--- config.mk ---
export PLATFORM = sky130hd
export DESIGN_NAME = ftl_ctrl
export DESIGN_NICKNAME = d
export VERILOG_FILES = /design/src/ftl_pkg.sv /design/src/ftl_ctrl.sv
export SDC_FILE = /design/constraint.sdc
export NUM_CORES = 1
export LEC_CHECK = 0
export BUFFER_PORTS_ARGS = -buffer_cell sky130_fd_sc_hd__buf_2
export CORE_AREA = 8 8 45 47
export DETAILED_ROUTE_END_ITERATION = 16
export DIE_AREA = 0 0 53 55
export GPL_TIMING_DRIVEN = 1
export PLACE_DENSITY = 0.68
export SLEW_MARGIN = 20
export SYNTH_ARGS = -nofsm -noshare
export SYNTH_HDL_FRONTEND = slang
export SYNTH_SLANG_ARGS = --single-unit
--- constraint.sdc ---
create_clock -name clk -period 1.15 [get_ports clk]
set_input_delay 0 -clock clk [delete_from_list [all_inputs] [get_ports clk]]
set_output_delay 0 -clock clk [all_outputs]
set_load 0.05 [all_outputs]
--- src/ftl_pkg.sv ---
// Shared constants, types and controller/datapath command and status for the flow table.
package ftl_pkg;

    localparam int ADDR_W     = 32;
    localparam int PORT_W     = 16;
    localparam int PROTO_W    = 8;
    localparam int SLOT_OUT_W = 10;
    localparam int FLOW_W     = 10;
    localparam int COUNT_W    = 11;
    localparam int HASH_MULT  = 131;

    // Key field folded into the hash in the current step
    typedef enum logic [2:0] {
        SEL_SA,
        SEL_DA,
        SEL_SP,
        SEL_DP,
        SEL_PR
    } field_sel_t;

    // One table entry as held in the entry memory
    typedef struct packed {
        logic               valid;
        logic [ADDR_W-1:0]  source_address;
        logic [ADDR_W-1:0]  destination_address;
        logic [PORT_W-1:0]  source_port_number;
        logic [PORT_W-1:0]  destination_port_number;
        logic [PROTO_W-1:0] protocol_number;
        logic [FLOW_W-1:0]  flow_number;
    } entry_t;

    // Controller to datapath
    typedef struct packed {
        logic       clear;
        logic       load_key;
        logic       hash_step;
        field_sel_t hash_sel;
        logic       seed;
        logic       read;
        logic       advance;
        logic       insert;
        logic       hit;
        logic       full;
    } dp_cmd_t;

    // Datapath to controller
    typedef struct packed {
        logic entry_valid;
        logic key_hit;
        logic probe_last;
        logic clear_last;
        logic out_free;
    } dp_status_t;

endpackage

--- src/ftl_ctrl.sv ---
// Sequencer for the flow table: clearing pass, hash steps, probe loop, result load.
module ftl_ctrl (
    input  logic                clk,
    input  logic                rst_n,
    input  logic                lookup_valid,
    output logic                lookup_ready,
    input  ftl_pkg::dp_status_t status,
    output ftl_pkg::dp_cmd_t    cmd
);

    typedef enum logic [2:0] {
        ST_CLEAR,
        ST_IDLE,
        ST_HASH,
        ST_SEED,
        ST_READ,
        ST_CHECK
    } state_t;

    state_t              state_reg, state_next;
    ftl_pkg::field_sel_t sel_reg, sel_next;

    // Next state and datapath commands
    always_comb
    begin
        state_next   = state_reg;
        sel_next     = sel_reg;
        cmd          = '0;
        cmd.hash_sel = sel_reg;
        lookup_ready = 1'b0;
        case (state_reg)
            ST_CLEAR:
            begin
                cmd.clear = 1'b1;
                if (status.clear_last)
                begin
                    state_next = ST_IDLE;
                end
            end
            ST_IDLE:
            begin
                lookup_ready = 1'b1;
                if (lookup_valid)
                begin
                    cmd.load_key = 1'b1;
                    sel_next     = ftl_pkg::SEL_SA;
                    state_next   = ST_HASH;
                end
            end
            ST_HASH:
            begin
                cmd.hash_step = 1'b1;
                case (sel_reg)
                    ftl_pkg::SEL_SA: sel_next = ftl_pkg::SEL_DA;
                    ftl_pkg::SEL_DA: sel_next = ftl_pkg::SEL_SP;
                    ftl_pkg::SEL_SP: sel_next = ftl_pkg::SEL_DP;
                    ftl_pkg::SEL_DP: sel_next = ftl_pkg::SEL_PR;
                    default:         state_next = ST_SEED;
                endcase
            end
            ST_SEED:
            begin
                cmd.seed   = 1'b1;
                state_next = ST_READ;
            end
            ST_READ:
            begin
                cmd.read   = 1'b1;
                state_next = ST_CHECK;
            end
            ST_CHECK:
            begin
                // End on empty slot, match or full table, when out_free; else next slot
                if (!status.entry_valid || status.key_hit || status.probe_last)
                begin
                    if (status.out_free)
                    begin
                        cmd.insert = !status.entry_valid;
                        cmd.hit    = status.entry_valid && status.key_hit;
                        cmd.full   = status.entry_valid && !status.key_hit;
                        state_next = ST_IDLE;
                    end
                end
                else
                begin
                    cmd.advance = 1'b1;
                    state_next  = ST_READ;
                end
            end
            default:
            begin
                state_next = ST_CLEAR;
            end
        endcase
    end

    // Hold state
    always_ff @(posedge clk or negedge rst_n)
    begin
        if (!rst_n)
        begin
            state_reg <= ST_CLEAR;
            sel_reg   <= ftl_pkg::SEL_SA;
        end
        else
        begin
            state_reg <= state_next;
            sel_reg   <= sel_next;
        end
    end

endmodule

==> out/results.tsv <==
stage	metric	value	unit
logic_synthesis	ys_ff_latch	6	
logic_synthesis	synthCells	44	
finish	layout_commonest_cell	buf_6	
route	dr.pass1.iters	3	
outcome	outcome	finished, violations left	
cts	tritoncts	done	
worst_setup_path	critical_path_class	flip-flop to output port	
logic_synthesis	synth_nets	52	
cts	cts.sinks	6	
logic_synthesis	yosysUniqueCellTypes	30	
pwr	p_leak	0.400	nW
cts	clk_latency	0.24	ns
cts	cts_buffers	3	
logic_synthesis	synth_area_per_cell	9.55	um^2
die	dieArea	0.00292	mm^2
logic_synthesis	synth_xor_area_share	0	%
min_path	hold_path_class	input port to flip-flop	
route	ant_nets	0	
min_path	min_from	status[1]	
pwr	power.internal	0.00134	W
finish	multiInputGateArea	329	um^2
die	fp.dieW	53	um
worst_setup_path	r2r-start	state_reg[1]	
logic_synthesis	synthMuxAreaShare	2.38	%
cts	path_clk_slew	0.05	ns
timing	hold_viol	0	
timing	fin_setup_tns	-2.65	ns
pwr	sw_frac_of_total	46.9	%
worst_setup_path	critical_path.startpoint	state_reg[1]	
timing	fin_skew	0.00100	ns
pwr	p_clk_share	7.5	%
global_routing	grt_max_degree	9	
pwr	pwr_density_cell	3000	mW/mm^2
timing	period_share	124	%
pwr	pwr-share-comb	77.6	%
timing	fmax	700	MHz
worst_setup_path	crit_path_end_kind	output port	
global_routing	grt_remaining_overflow	0	
die	initial_core_util	30.4	%
placed_design	port_buffers	20	
finish	nets	89	
worst_setup_path	path_max_fanout	5	
finish	area_delta_synth_final	100	%
pwr	ir_drop	0.00117	V
die	core_area	0.00138	mm^2
cts	htree_levels	1	
timing	setup_viol	15	
outcome	violations	negative setup slack	
finish	final_cell_mix	buf_6, buf_2, buf_4, dfrtp_1, buf_8	
global_routing	grt_first_pass_wirelength	2.23	mm
logic_synthesis	synthAdderAreaFrac	0	%
timing	tightest_slew	0.251	ns
worst_setup_path	cp.arrival	1.43	ns
finish	drive_gt1_share	70.9	%
timing	fin_crit	1.43	ns
cts	cts.path.max_buffers	2	
logic_synthesis	yosysSeqAreaShare	35.7	%
route	wl	1.48	mm
route	via_per_inst	5.05	
cts	cts-root-buf	clkbuf_4	
global_routing	grt.total_usage	10.5	%
worst_setup_path	worstSetupStartpointType	flip-flop	
logic_synthesis	synth_top_family_by_area	simple AND/OR/NAND/NOR gates	
placed_design	dp_hpwl	991	um
placed_design	place.gp.congestion	0.737	
pwr	p_total	0.00253	W
finish	antenna_cells	0	
finish	regArea	151	um^2
worst_setup_path	required	1.15	ns
pwr	power_frac_seq	14.9	%
timing	slew_viol_final	0	
route	initialDrtViolationCount	5	
die	die_y	55	um
placed_design	place_area	599	um^2
logic_synthesis	ys_warn_count	0	
timing	relSlewSlack	83.4	%
route	drc	0	
die	io_pins	21	
pwr	switchingPower	0.00119	W
finish	fin_area	842	um^2
timing	rsz0062_at_grt	true	
global_routing	grt_pass1_vias	496	
die	fp-row-count	14	
flow_run	maxCapViolCount	0	
global_routing	antenna_found_initial	0	
logic_synthesis	netlist_area	420	um^2
route	routedWlPerCell	15.5	um
timing	worst_slack	-0.278	ns
route	num_vias	480	
logic_synthesis	synth_compound_area_share	12.5	%
logic_synthesis	synthSimpleGateAreaFrac	43.5	%
finish	fillers	105	
[final cells by class]
| cell class | instances | share of cell area (%) |
|---|---|---|
| Multi-Input combinational cell | 34 | 39.1 |
| Timing Repair Buffer | 35 | 37.4 |
| Sequential cell | 6 | 18.0 |
| Clock buffer | 3 | 2.67 |
| Tap cell | 16 | 2.38 |
| Inverter | 1 | 0.446 |
[power groups by stage]
stage | combinational [W] | sequential (W) | clock (W)
global placement | 0.00131 | 0.000389 | 0
CTS | 0.00182 | 0.000376 | 0.000201
finish | 0.00196 | 0.000377 | 0.000190
global route | 0.00205 | 0.000388 | 0.000217
detailed placement | 0.00133 | 0.000398 | 0
floorplan | 0.000909 | 0.000480 | 0
[through the flow]
step / util, % / setup WS, ns / instances / hold WS (ns)
2_1_floorplan: - / -0.367 / 44 / -0.296
3_3_place_gp: 43.3 / -0.133 / 84 / -0.171
3_5_place_dp: 43.3 / -0.163 / 84 / -0.166
4_1_cts: 57.5 / -0.282 / 94 / 0.0385
5_1_grt: 60.8 / -0.328 / 95 / 0.0341
6_report: 60.8 / -0.278 / 95 / 0.0491
[routing by layer]
| metal | GRT usage (%) | vias to the layer above | part of all wire (%) |
|---|---|---|---|
| met5 | 0 | - | 0 |
| met4 | 7.76 | 0 | 0 |
| met3 | 2.41 | 0 | 1.2 |
| met2 | 18.4 | 3 | 58 |
| met1 | 10.8 | 245 | 41 |
| li1 | - | 232 | - |
[final timing paths]
check                                to  slack [ns]  cells after the start
setup / recovery                cmd[10]       -0.28                      6
hold / removal             state_reg[0]        0.05                      3
setup reg to reg             sel_reg[2]       -0.23                      6
hold reg to reg              sel_reg[1]        0.50                      1
max in group asynchronous  state_reg[2]        0.85                      2
min in group asynchronous    sel_reg[0]        0.14                      2
[critical path: stages, from the launching register on]
cell and delay, ns:
dfrtp_1 0.37, buf_4 0.13, buf_6 0.11, buf_6 0.12, nand4bb_4 0.24, inv_2 0.08
buf_8 0.14
[timing repair]
item	in CTS	in global routing
buffers inserted	6	1
endpoints found under the setup margin	13	16
gates resized for setup	32	9
pin swaps	5	4
hold endpoints to repair	6	0
hold buffers	1	0
[synth_stat cells]
master,count,area (um^2)
inv_1,1,3.75
nand2_1,3,11.3
a21o_1,1,7.51
nand3_1,1,5.00
and2b_1,1,7.51
o21ai_1,1,5.00
dfrtp_1,6,150
nor3b_1,1,7.51
nand2b_1,1,6.26
nor3_1,2,10.0
and3b_2,1,10.0
and4b_1,1,10.0
nor3_2,1,10.0
a32oi_1,1,8.76
nor3b_4,1,18.8
or3b_1,1,8.76
o31ai_1,1,7.51
nor2_1,3,11.3
nand4bb_1,1,11.3
nand3b_1,1,7.51
a22o_1,1,8.76
o21ai_0,1,5.00
buf_2,2,10.0
and3_1,2,12.5
and3b_4,1,12.5
and2b_4,1,10.0
mux2i_1,1,10.0
buf_6,1,11.3
nor2b_1,2,12.5
a21oi_1,2,10.0
[logic make-up (layout without fill, tap and decap cells)]
kind of cell	count (synthesis)	count (layout)
AOI/OAI and AO/OA	8	8
muxes	1	1
DFF	6	6
buffers and inverters	4	39
and+or+nand+nor	25	25
No activity file was read; power rests on OpenSTA's default activity.
